[src/sv/i2cbe_pkg.sv]
`timescale 1ns / 1ps
// ----------------------------------------------------------------------------
// i2cbe_pkg: shared types and constants of the I2C master bit engine
// Command codes, the tick record held in the front queue and the
// configuration bundle seen by the sequencer.
// ----------------------------------------------------------------------------
package i2cbe_pkg;

   localparam int BYTE_BITS = 8;

   localparam logic [9:0]  HALF_PERIOD_RESET = 10'd5;
   localparam logic [15:0] ACK_TIMEOUT_RESET = 16'd500;

   // Register map, indexed by address bit 2.
   localparam logic REG_HALF_PERIOD = 1'b0;
   localparam logic REG_ACK_TIMEOUT = 1'b1;

   typedef enum logic [2:0] {
      OP_START    = 3'd0,
      OP_STOP     = 3'd1,
      OP_WRITE    = 3'd2,
      OP_READ     = 3'd3,
      OP_ACK      = 3'd4,
      OP_NACK     = 3'd5,
      OP_WAIT_ACK = 3'd6
   } op_type;

   // The one opcode value that names no command.
   localparam logic [2:0] OP_UNUSED = 3'd7;

   // One tick of the bus timebase after classification.
   typedef struct packed {
      logic                   cmd_ok;
      op_type                 opcode;
      logic [BYTE_BITS-1:0]   write_data;
      logic                   sda_line;
   } tick_type;

   // Head of the front queue as seen by the sequencer.
   typedef struct packed {
      logic     valid;
      tick_type tick;
   } queue_type;

   typedef struct packed {
      logic [9:0]  half_period;
      logic [15:0] ack_timeout;
   } cfg_type;

endpackage

[src/sv/i2cbe_front.sv]
`timescale 1ns / 1ps
// ----------------------------------------------------------------------------
// i2cbe_front: tick intake and classification
// Accepts request beats, marks which ones carry a usable command and holds
// them in a two-entry queue in front of the sequencer.
// ----------------------------------------------------------------------------
module i2cbe_front (
   input  logic                  clock,
   input  logic                  reset,
   input  logic                  req_valid,
   output logic                  req_ready,
   input  logic                  req_cmd_valid,
   input  logic [2:0]            req_opcode,
   input  logic [7:0]            req_write_data,
   input  logic                  req_sda_line,
   output i2cbe_pkg::queue_type  head,
   input  logic                  pop
);
   import i2cbe_pkg::*;

   tick_type   entry_ff [2];
   tick_type   incoming;
   logic       wr_ptr_ff, wr_ptr_in;
   logic       rd_ptr_ff, rd_ptr_in;
   logic [1:0] count_ff, count_in;
   logic       push;

   // Opcode seven is not a command: the tick still flows, only as an idle one.
   always_comb begin
      incoming.cmd_ok     = req_cmd_valid && (req_opcode != OP_UNUSED);
      incoming.opcode     = op_type'(req_opcode);
      incoming.write_data = req_write_data;
      incoming.sda_line   = req_sda_line;
   end

   assign req_ready = (count_ff != 2'd2);
   assign push      = req_valid && req_ready;

   always_comb begin
      wr_ptr_in = wr_ptr_ff ^ push;
      rd_ptr_in = rd_ptr_ff ^ pop;
      count_in  = count_ff + {1'b0, push} - {1'b0, pop};
   end

   always_ff @(posedge clock) begin
      if (reset) begin
         wr_ptr_ff <= 1'b0;
         rd_ptr_ff <= 1'b0;
         count_ff  <= 2'd0;
      end else begin
         wr_ptr_ff <= wr_ptr_in;
         rd_ptr_ff <= rd_ptr_in;
         count_ff  <= count_in;
      end
   end

   always_ff @(posedge clock) begin
      if (push) begin
         entry_ff[wr_ptr_ff] <= incoming;
      end
   end

   assign head.valid = (count_ff != 2'd0);
   assign head.tick  = entry_ff[rd_ptr_ff];

endmodule

[src/sv/i2cbe_seq.sv]
`timescale 1ns / 1ps
// ----------------------------------------------------------------------------
// i2cbe_seq: I2C line sequencer
// Advances the bus sequence by one tick per step and keeps the driven lines
// and status in registers that also serve as the response register.
// ----------------------------------------------------------------------------
module i2cbe_seq (
   input  logic                  clock,
   input  logic                  reset,
   input  i2cbe_pkg::cfg_type    cfg,
   input  i2cbe_pkg::queue_type  head,
   output logic                  pop,
   output logic                  rsp_valid,
   input  logic                  rsp_ready,
   output logic                  rsp_scl_level,
   output logic                  rsp_sda_level,
   output logic                  rsp_sda_drive_enable,
   output logic                  rsp_busy_res,
   output logic                  rsp_done_res,
   output logic [7:0]            rsp_read_data,
   output logic                  rsp_ack_failed
);
   import i2cbe_pkg::*;

   typedef enum logic [4:0] {
      PH_IDLE, PH_ST_PRE, PH_ST_HIGH, PH_ST_LOW,
      PH_SP_A, PH_SP_B, PH_SP_C,
      PH_AK_A, PH_AK_B, PH_AK_C,
      PH_WR_SET, PH_WR_HIGH, PH_WR_TAIL,
      PH_RD_LOW, PH_RD_HIGH,
      PH_WA_RISE, PH_WA_POLL, PH_WA_TAIL
   } phase_type;

   phase_type             phase_ff, phase_in;
   logic [3:0]            bits_ff, bits_in;
   logic [BYTE_BITS-1:0]  shift_ff, shift_in;
   logic [11:0]           delay_ff, delay_in;
   logic [15:0]           polls_ff, polls_in;
   logic                  scl_ff, scl_in;
   logic                  sda_ff, sda_in;
   logic                  sda_en_ff, sda_en_in;
   logic                  fail_ff, fail_in;
   logic [BYTE_BITS-1:0]  read_ff, read_in;
   logic                  done_ff, done_in;
   logic                  rsp_valid_ff;
   logic                  step;
   logic [9:0]            half;
   logic [11:0]           h_x1, h_x2, h_x3, h_x4;
   logic [11:0]           delay_dec;
   logic [3:0]            bits_inc;
   logic [15:0]           polls_inc;
   tick_type              tick;

   assign tick = head.tick;
   assign step = head.valid && (!rsp_valid_ff || rsp_ready);
   assign pop  = step;

   // A half period of zero behaves as one.
   assign half = (cfg.half_period == 10'd0) ? 10'd1 : cfg.half_period;
   assign h_x1 = {2'b00, half};
   assign h_x2 = {1'b0, half, 1'b0};
   assign h_x4 = {half, 2'b00};
   assign h_x3 = h_x1 + h_x2;

   assign delay_dec = (delay_ff != 12'd0) ? delay_ff - 12'd1 : 12'd0;
   assign bits_inc  = bits_ff + 4'd1;
   assign polls_inc = (polls_ff != 16'hFFFF) ? polls_ff + 16'd1 : polls_ff;

   always_comb begin
      phase_in  = phase_ff;
      bits_in   = bits_ff;
      shift_in  = shift_ff;
      delay_in  = delay_ff;
      polls_in  = polls_ff;
      scl_in    = scl_ff;
      sda_in    = sda_ff;
      sda_en_in = sda_en_ff;
      fail_in   = fail_ff;
      read_in   = read_ff;
      done_in   = 1'b0;
      unique case (phase_ff)
         PH_IDLE: begin
            if (tick.cmd_ok) begin
               unique case (tick.opcode)
                  OP_START: begin
                     phase_in = PH_ST_PRE;
                     delay_in = h_x4;
                  end
                  OP_STOP: begin
                     scl_in    = 1'b0;
                     sda_in    = 1'b0;
                     sda_en_in = 1'b1;
                     phase_in  = PH_SP_A;
                     delay_in  = h_x1;
                  end
                  OP_WRITE: begin
                     scl_in    = 1'b0;
                     bits_in   = 4'd0;
                     sda_in    = tick.write_data[BYTE_BITS-1];
                     sda_en_in = 1'b1;
                     shift_in  = {tick.write_data[BYTE_BITS-2:0], 1'b0};
                     phase_in  = PH_WR_SET;
                     delay_in  = h_x1;
                  end
                  OP_READ: begin
                     sda_en_in = 1'b0;
                     shift_in  = '0;
                     bits_in   = 4'd0;
                     phase_in  = PH_RD_LOW;
                     delay_in  = h_x1;
                  end
                  OP_ACK, OP_NACK: begin
                     scl_in    = 1'b0;
                     sda_in    = (tick.opcode == OP_NACK);
                     sda_en_in = 1'b1;
                     phase_in  = PH_AK_A;
                     delay_in  = h_x1;
                  end
                  OP_WAIT_ACK: begin
                     fail_in   = 1'b0;
                     polls_in  = 16'd0;
                     sda_en_in = 1'b0;
                     scl_in    = 1'b1;
                     phase_in  = PH_WA_RISE;
                     delay_in  = h_x1;
                  end
                  default: begin
                     phase_in = PH_IDLE;
                  end
               endcase
            end
         end
         PH_WA_POLL: begin
            if (!tick.sda_line) begin
               scl_in   = 1'b0;
               phase_in = PH_WA_TAIL;
               delay_in = h_x3;
            end else begin
               polls_in = polls_inc;
               if (polls_inc >= cfg.ack_timeout) begin
                  fail_in   = 1'b1;
                  scl_in    = 1'b0;
                  sda_in    = 1'b0;
                  sda_en_in = 1'b1;
                  phase_in  = PH_SP_A;
                  delay_in  = h_x1;
               end
            end
         end
         default: begin
            if (delay_dec != 12'd0) begin
               delay_in = delay_dec;
            end else begin
               delay_in = 12'd0;
               unique case (phase_ff)
                  PH_ST_PRE: begin
                     sda_in    = 1'b1;
                     sda_en_in = 1'b1;
                     scl_in    = 1'b1;
                     phase_in  = PH_ST_HIGH;
                     delay_in  = h_x1;
                  end
                  PH_ST_HIGH: begin
                     sda_in   = 1'b0;
                     phase_in = PH_ST_LOW;
                     delay_in = h_x1;
                  end
                  PH_ST_LOW: begin
                     scl_in   = 1'b0;
                     phase_in = PH_IDLE;
                     done_in  = 1'b1;
                  end
                  PH_SP_A: begin
                     scl_in   = 1'b1;
                     phase_in = PH_SP_B;
                     delay_in = h_x1;
                  end
                  PH_SP_B: begin
                     sda_in   = 1'b1;
                     phase_in = PH_SP_C;
                     delay_in = h_x4;
                  end
                  PH_AK_A: begin
                     scl_in   = 1'b1;
                     phase_in = PH_AK_B;
                     delay_in = h_x1;
                  end
                  PH_AK_B: begin
                     scl_in   = 1'b0;
                     phase_in = PH_AK_C;
                     delay_in = h_x2;
                  end
                  PH_WR_SET: begin
                     scl_in   = 1'b1;
                     phase_in = PH_WR_HIGH;
                     delay_in = h_x1;
                  end
                  PH_WR_HIGH: begin
                     scl_in  = 1'b0;
                     bits_in = bits_inc;
                     if (bits_inc < 4'(BYTE_BITS)) begin
                        sda_in    = shift_ff[BYTE_BITS-1];
                        sda_en_in = 1'b1;
                        shift_in  = {shift_ff[BYTE_BITS-2:0], 1'b0};
                        phase_in  = PH_WR_SET;
                     end else begin
                        phase_in  = PH_WR_TAIL;
                     end
                     delay_in = h_x1;
                  end
                  PH_RD_LOW: begin
                     scl_in   = 1'b1;
                     shift_in = {shift_ff[BYTE_BITS-2:0], tick.sda_line};
                     phase_in = PH_RD_HIGH;
                     delay_in = h_x1;
                  end
                  PH_RD_HIGH: begin
                     scl_in  = 1'b0;
                     bits_in = bits_inc;
                     if (bits_inc < 4'(BYTE_BITS)) begin
                        phase_in = PH_RD_LOW;
                        delay_in = h_x1;
                     end else begin
                        read_in  = shift_ff;
                        phase_in = PH_IDLE;
                        done_in  = 1'b1;
                     end
                  end
                  PH_WA_RISE: begin
                     phase_in = PH_WA_POLL;
                  end
                  default: begin
                     phase_in = PH_IDLE;
                     done_in  = 1'b1;
                  end
               endcase
            end
         end
      endcase
   end

   always_ff @(posedge clock) begin
      if (reset) begin
         phase_ff     <= PH_IDLE;
         bits_ff      <= 4'd0;
         shift_ff     <= '0;
         delay_ff     <= 12'd0;
         polls_ff     <= 16'd0;
         scl_ff       <= 1'b1;
         sda_ff       <= 1'b1;
         sda_en_ff    <= 1'b0;
         fail_ff      <= 1'b0;
         read_ff      <= '0;
         done_ff      <= 1'b0;
         rsp_valid_ff <= 1'b0;
      end else begin
         if (step) begin
            phase_ff  <= phase_in;
            bits_ff   <= bits_in;
            shift_ff  <= shift_in;
            delay_ff  <= delay_in;
            polls_ff  <= polls_in;
            scl_ff    <= scl_in;
            sda_ff    <= sda_in;
            sda_en_ff <= sda_en_in;
            fail_ff   <= fail_in;
            read_ff   <= read_in;
            done_ff   <= done_in;
         end
         if (step) begin
            rsp_valid_ff <= 1'b1;
         end else if (rsp_ready) begin
            rsp_valid_ff <= 1'b0;
         end
      end
   end

   assign rsp_valid            = rsp_valid_ff;
   assign rsp_scl_level        = scl_ff;
   assign rsp_sda_level        = sda_ff;
   assign rsp_sda_drive_enable = sda_en_ff;
   assign rsp_busy_res         = (phase_ff != PH_IDLE);
   assign rsp_done_res         = done_ff;
   assign rsp_read_data        = read_ff;
   assign rsp_ack_failed       = fail_ff;

endmodule

[src/sv/i2c_master_bit_engine.sv]
`timescale 1ns / 1ps
// ----------------------------------------------------------------------------
// i2c_master_bit_engine: I2C master line sequencer
// Top level with the register port, the tick intake queue and the sequencer.
// ----------------------------------------------------------------------------
// Each request beat is one tick of the bus timebase and yields exactly one
// response beat with the driven SCL level, the SDA level and drive enable,
// busy, a one-tick done pulse, the last byte read and the ack-failed flag.
// The engine sustains one beat per clock while the response side is ready: the
// sequencer takes one tick per cycle from a two-entry queue, and its state
// registers double as the response register, so a request beat accepted into
// an empty queue is stepped from the queue into those state registers and is
// offered from there as a response beat. A command on a tick while a sequence
// runs is dropped, as is opcode seven. The half period (address 0x0, reset 5,
// zero acts as one) scales every delay; ack_timeout (address 0x4, reset 500)
// bounds how many high SDA samples wait-ack takes before it runs a stop and
// sets ack_failed. Write the registers only while no beat is in flight.
// ----------------------------------------------------------------------------
module i2c_master_bit_engine (
   input  logic        clock,
   input  logic        reset,
   // Request channel: one tick per beat.
   input  logic        req_valid,
   output logic        req_ready,
   input  logic        req_cmd_valid,
   input  logic [2:0]  req_opcode,
   input  logic [7:0]  req_write_data,
   input  logic        req_sda_line,
   // Response channel: one beat per tick.
   output logic        rsp_valid,
   input  logic        rsp_ready,
   output logic        rsp_scl_level,
   output logic        rsp_sda_level,
   output logic        rsp_sda_drive_enable,
   output logic        rsp_busy_res,
   output logic        rsp_done_res,
   output logic [7:0]  rsp_read_data,
   output logic        rsp_ack_failed,
   // Register port.
   input  logic        psel,
   input  logic        penable,
   input  logic        pwrite,
   input  logic [2:0]  paddr,
   input  logic [31:0] pwdata,
   output logic [31:0] prdata,
   output logic        pready
);
   import i2cbe_pkg::*;

   logic [9:0]  half_period_ff;
   logic [15:0] ack_timeout_ff;
   logic        csr_write;
   logic        reg_sel;
   cfg_type     cfg;
   queue_type   head;
   logic        pop;

   // Registers are a word apart; only address bit 2 selects between them,
   // the byte offset bits are ignored.
   assign pready    = 1'b1;
   assign reg_sel   = paddr[2];
   assign csr_write = psel && penable && pwrite && pready;

   always_ff @(posedge clock) begin
      if (reset) begin
         half_period_ff <= HALF_PERIOD_RESET;
         ack_timeout_ff <= ACK_TIMEOUT_RESET;
      end else if (csr_write) begin
         if (reg_sel == REG_HALF_PERIOD) begin
            half_period_ff <= pwdata[9:0];
         end else begin
            ack_timeout_ff <= pwdata[15:0];
         end
      end
   end

   assign prdata = (reg_sel == REG_ACK_TIMEOUT) ? {16'd0, ack_timeout_ff}
                                                : {22'd0, half_period_ff};

   assign cfg.half_period = half_period_ff;
   assign cfg.ack_timeout = ack_timeout_ff;

   // The front marks usable commands and buffers ticks so the request side
   // keeps flowing while a response beat waits.
   i2cbe_front u_front (
      .clock          (clock),
      .reset          (reset),
      .req_valid      (req_valid),
      .req_ready      (req_ready),
      .req_cmd_valid  (req_cmd_valid),
      .req_opcode     (req_opcode),
      .req_write_data (req_write_data),
      .req_sda_line   (req_sda_line),
      .head           (head),
      .pop            (pop)
   );

   // The sequencer steps once per tick whenever its response register is free.
   i2cbe_seq u_seq (
      .clock                (clock),
      .reset                (reset),
      .cfg                  (cfg),
      .head                 (head),
      .pop                  (pop),
      .rsp_valid            (rsp_valid),
      .rsp_ready            (rsp_ready),
      .rsp_scl_level        (rsp_scl_level),
      .rsp_sda_level        (rsp_sda_level),
      .rsp_sda_drive_enable (rsp_sda_drive_enable),
      .rsp_busy_res         (rsp_busy_res),
      .rsp_done_res         (rsp_done_res),
      .rsp_read_data        (rsp_read_data),
      .rsp_ack_failed       (rsp_ack_failed)
   );

endmodule

[config.mk]
export PLATFORM = sky130hd
export DESIGN_NAME = i2c_master_bit_engine
export DESIGN_NICKNAME = d
export VERILOG_FILES = /design/src/sv/i2cbe_pkg.sv /design/src/sv/i2cbe_front.sv /design/src/sv/i2cbe_seq.sv /design/src/sv/i2c_master_bit_engine.sv
export SDC_FILE = /design/constraint.sdc
export NUM_CORES = 1
export LEC_CHECK = 0
export BUFFER_PORTS_ARGS = -buffer_cell sky130_fd_sc_hd__buf_2
export CORE_ASPECT_RATIO = 1.75
export CORE_MARGIN = 2
export CORE_UTILIZATION = 55
export DETAILED_ROUTE_END_ITERATION = 10
export PLACE_DENSITY = 0.76
export SYNTH_ARGS = -nofsm -noshare
export SYNTH_HDL_FRONTEND = slang
export SYNTH_HIERARCHICAL = 1
export SYNTH_SLANG_ARGS = --single-unit
[constraint.sdc]
create_clock -name clock -period 8.5 [get_ports clock]
set_input_delay 2.125 -clock clock [delete_from_list [all_inputs] [get_ports clock]]
set_output_delay 2.125 -clock clock [all_outputs]
set_load 0.03 [all_outputs]
==> impl.org <==
** Place
- Routability-driven placement finished with a final weighted congestion of 0.989.
- Quantity of I/O buffers inserted on ports :: 68
- Counting tap cells, the placed design contains a total of 1,157 instances.
- Once detailed placement completed, the half-perimeter wirelength came to 14.7 mm.
- Cell area after placement :: 8280 sq um

** Worst setup path
- The setup path with the least slack is of type input port to output pin.
- The critical path goes through buf_2, mux2_2, buf_2.
- Worst r2r src :: u_seq/polls_ff[4]
- Worst setup SP type :: input port
- Worst setup startpoint :: paddr[2]
- Arrival @ worst endpoint :: 2.99 ns
- Crit-path max FO :: 19
- The critical path ends at prdata[4].
- By instance count, the cell type seen most on the critical path is sky130_fd_sc_hd__buf_2.
- Endpoint of the most critical register-to-register path :: u_seq/rsp_scl_level
- Largest stage delay on the critical path :: 0.38 ns
- Type of destination of the critical path :: output pin
- Number of cell instances on the worst register-to-register path :: 14
- Required @ worst endpoint :: 6.38 ns
- The setup check on the worst reg-to-reg path leaves a slack of 4.01 ns.
- Among all stages on the critical path, the largest delay is contributed by sky130_fd_sc_hd__mux2_2.

** Timing
- Slew headroom :: 20.5%
- Final critical-path share of the clock period :: 60.2%
- Setup violations remaining at the end of the flow were counted as 0.
- In the final timing run, aggregate negative setup slack is 0 ns.
- The final hold violation count came to 0.
- RSZ-0062 raised after global routing :: no
- Least-Margin Pin Slew :: 1.18 ns
- For the final database, setup skew stands at 0.00972 ns.
- Max Clock Freq :: 0.195 GHz
- Min Clock Period, post-route :: 5.12 ns
- Final Slew Violations :: 0

** Pwr
- In this run, the clock network consumes 30.3% of the power.
- For this design the ratio of total power to cell area is 272 nW/um^2.
- In this run switching power makes up 41.4% of total power.
- For this design the total switching power over the nets is 0.997 mW.
- Cell internal pwr :: 1.41 mW
- Max IR drop VDD :: 0.133 mV
- Static Leak :: 3.55 nW
- Sequential share of power :: 29.3%
- Comb power frac :: 40.4%

** Drt
- Detail Route Antenna Nets :: 0
- The first detailed-routing pass ran for 7 iterations.
- The routed layout has 7,352 vias.
- In the routed layout, each cell is associated on average with a via count of 6.18.
- Total wirelength of the detailed-routed design :: 20.8 mm
- DRC Markers :: 0
- Routed wire per std cell :: 17.5 um
- In this run, the number of DRC markers left after iteration 0 of detailed routing was 639.

** CTS
- TritonCTS created 17 clock buffers.
- Gates resized during post-CTS repair numbered 0.
- # Post-CTS Setup Buffers :: 0
- Source-to-sink clock delay at the later pin of the worst-skew pair :: 0.42 ns
- TritonCTS built the clock tree.
- Clk Tree Root Cell :: sky130_fd_sc_hd__clkbuf_16
- The clock net in this run drives a total of 115 sinks.
- Clock-pin slew was measured on the worst setup and hold paths at 0.06 ns.
- The H-tree generated during clock tree synthesis spans 4 levels.
- Post-CTS Hold Fix Bufs :: 0
- Bufs on Longest Clock Path :: 2

** Layout
- Design area :: 8870 sq um
- Most common library cell in the layout ignoring fill and taps :: sky130_fd_sc_hd__nor2_1
- Ant. Diodes :: 0
- Commonest cells after routing, fill and taps aside :: sky130_fd_sc_hd__nor2_1, sky130_fd_sc_hd__dfxtp_1, sky130_fd_sc_hd__buf_2, sky130_fd_sc_hd__a21oi_1, sky130_fd_sc_hd__nand2_1
- Net count of the finished layout :: 1,086
- Compared with the post-synthesis result, the final layout area differs by 10.4%.
- Final cell count without fillers :: 1,189
- Fraction of layout instances using a drive strength above 1 :: 14.1%
- At the end of the flow the core is filled with cells to 61.8%.

** Synthesis
- Mapped Avg Cell Area :: 8.33 sq um
- After synthesis, the netlist uses 81 different library cells.
- Area share of the largest cell type after synthesis :: 22.2%
- Ys flop type :: sky130_fd_sc_hd__dfxtp_1
- In this run, synthesis inferred 26 flip-flops with an integrated enable.
- The synthesized netlist occupies a cell area of 8040 sq um.
- Sorting the synthesized cells by area gives the leading types as sky130_fd_sc_hd__dfxtp_1, sky130_fd_sc_hd__edfxtp_1, sky130_fd_sc_hd__mux2i_1.
- Part of the Yosys area used for sequential elements :: 31.9%
- Library cell occupying the most area in the post-synthesis netlist :: sky130_fd_sc_hd__dfxtp_1
- Yosys printed 6 warnings.
- Synth async-reset ratio :: 0%
- Cell count after synthesis :: 965
- In this run, synthesis produced a sequential element count of 115.

** GRT
- The number of antenna violations at the first check in global routing came to 0.
- Gr ovfl total :: 0
- The first global-routing pass estimated 33.9 mm of wire.
- For this run, the total global-route usage over all layers was measured as 27.5%.
- Pin count of the biggest net entering global routing :: 74
- Vias in the first global route :: 7,013

** Floorplanning
- Horizontal die dimension :: 95.4 um
- Total number of placement rows :: 58
- Core Box Area :: 14,400 sq um
- The die is 164 um tall.
- The die covers 15,600 sq um.
- In this run the count of I/O pins placed on the die edge is 104.
- Once the floorplan was initialized, standard cells occupied 55.9% of the core.

** Run
- The tool flagged a number of max-cap violations equal to 0.

** Run status
- The run finished with clean final reports.

** Min path
- Worst hold path class :: flop to flop
sequential cells by signal, summed over array words and instances, names as in the netlist, 4 cells and up:
| name | flops |
|---|---|
| ack_timeout_ff | 16 |
| half_period_ff | 10 |
| u_front/entry_ff | 26 |
| u_seq/bits_ff | 4 |
| u_seq/delay_ff | 12 |
| u_seq/phase_ff | 5 |
| u_seq/polls_ff | 16 |
| u_seq/rsp_read_data | 8 |
| u_seq/shift_ff | 8 |
layout make-up:
cell class,instances,area (sq um)
sequential,115,2560
multi-input combinational,752,4960
tap,180,225
clock buffer,17,425
fill,1269,5490
clock inverter,15,173
timing repair buffer,75,393
inverter,35,131
critical path: cells and delay by family:
kind	cells	cell delay, ns
buffers and inverters	2	0.48
multiplexers	1	0.38
per-stage QoR:
stage | total power [mW] | setup slack [ns] | hold WS, ns
6_report | 2.41 | 3.38 | 0.463
5_1_grt | 2.52 | 3.34 | 0.510
4_1_cts | 2.39 | 3.38 | 0.471
3_5_place_dp | 1.65 | 3.38 | 0.462
3_3_place_gp | 1.64 | 3.39 | 0.455
2_1_floorplan | 1.44 | 3.55 | 0.442
synthesized netlist by cell type (6+ instances only):
| cell | n |
|---|---|
| sky130_fd_sc_hd__nor2_1 | 103 |
| sky130_fd_sc_hd__dfxtp_1 | 89 |
| sky130_fd_sc_hd__a21oi_1 | 68 |
| sky130_fd_sc_hd__nand2_1 | 64 |
| sky130_fd_sc_hd__nand2b_1 | 49 |
| sky130_fd_sc_hd__o21ai_0 | 47 |
| sky130_fd_sc_hd__mux2i_1 | 45 |
| sky130_fd_sc_hd__clkbuf_1 | 40 |
| sky130_fd_sc_hd__inv_1 | 35 |
| sky130_fd_sc_hd__ha_1 | 34 |
| sky130_fd_sc_hd__nand3_1 | 33 |
| sky130_fd_sc_hd__edfxtp_1 | 26 |
| sky130_fd_sc_hd__nor3_1 | 25 |
| sky130_fd_sc_hd__xnor2_1 | 23 |
| sky130_fd_sc_hd__buf_4 | 19 |
| sky130_fd_sc_hd__mux2_2 | 16 |
| sky130_fd_sc_hd__a31oi_1 | 15 |
| sky130_fd_sc_hd__mux2_1 | 14 |
| sky130_fd_sc_hd__nor2b_1 | 12 |
| sky130_fd_sc_hd__a21o_1 | 11 |
| sky130_fd_sc_hd__and2_1 | 11 |
| sky130_fd_sc_hd__nor4_1 | 11 |
| sky130_fd_sc_hd__a211oi_1 | 9 |
| sky130_fd_sc_hd__a222oi_1 | 9 |
| sky130_fd_sc_hd__a22oi_1 | 8 |
| sky130_fd_sc_hd__xor2_1 | 8 |
| sky130_fd_sc_hd__and3_1 | 7 |
| sky130_fd_sc_hd__buf_2 | 7 |
| sky130_fd_sc_hd__nand4b_1 | 7 |
| sky130_fd_sc_hd__or2_2 | 7 |
| sky130_fd_sc_hd__a22o_1 | 6 |
| sky130_fd_sc_hd__a32o_1 | 6 |
| sky130_fd_sc_hd__buf_1 | 6 |
| sky130_fd_sc_hd__o211ai_1 | 6 |
power by group through the flow:
| stage | sequential, mW | clock [mW] | combinational (mW) |
|---|---|---|---|
| 2_1_floorplan | 0.679 | 0 | 0.766 |
| 3_3_place_gp | 0.714 | 0 | 0.922 |
| 3_5_place_dp | 0.716 | 0 | 0.932 |
| 4_1_cts | 0.705 | 0.737 | 0.943 |
| 5_1_grt | 0.718 | 0.759 | 1.05 |
| 6_report | 0.707 | 0.731 | 0.974 |
cell families after synthesis:
family / Yosys count / share of synthesized area, %
compound gates: 229 / 18.7
buf+inv: 113 / 7.05
other cells: 2 / 0.0934
simple gates: 363 / 23.3
xor+xnor: 31 / 3.38
mux: 75 / 9.81
fa+ha+maj: 37 / 5.79
flops: 115 / 31.9
how the worst min path moves through the flow:
stage / startpoint / end / slack [ns] / cells after the start
global placement: u_seq/shift_ff[6] / u_seq/shift_ff[6] / 0.45 / 2
detailed placement: u_seq/shift_ff[3] / u_seq/shift_ff[3] / 0.46 / 2
CTS: u_seq/rsp_done_res / u_seq/rsp_done_res / 0.47 / 2
floorplan: u_seq/shift_ff[7] / u_seq/shift_ff[7] / 0.44 / 2
global route: u_seq/rsp_done_res / u_seq/rsp_done_res / 0.51 / 2
finish: u_seq/rsp_done_res / u_seq/rsp_done_res / 0.46 / 2
per-layer routing:
metal	part of all wire, %	vias to the layer above	global-route usage, %
met1	38	3431	29.8
li1	-	3528	-
met3	5.9	76	4.27
met5	0	-	0
met4	4.7	0	16.4
met2	52	317	49.2
No activity file was read; power rests on OpenSTA's default activity.
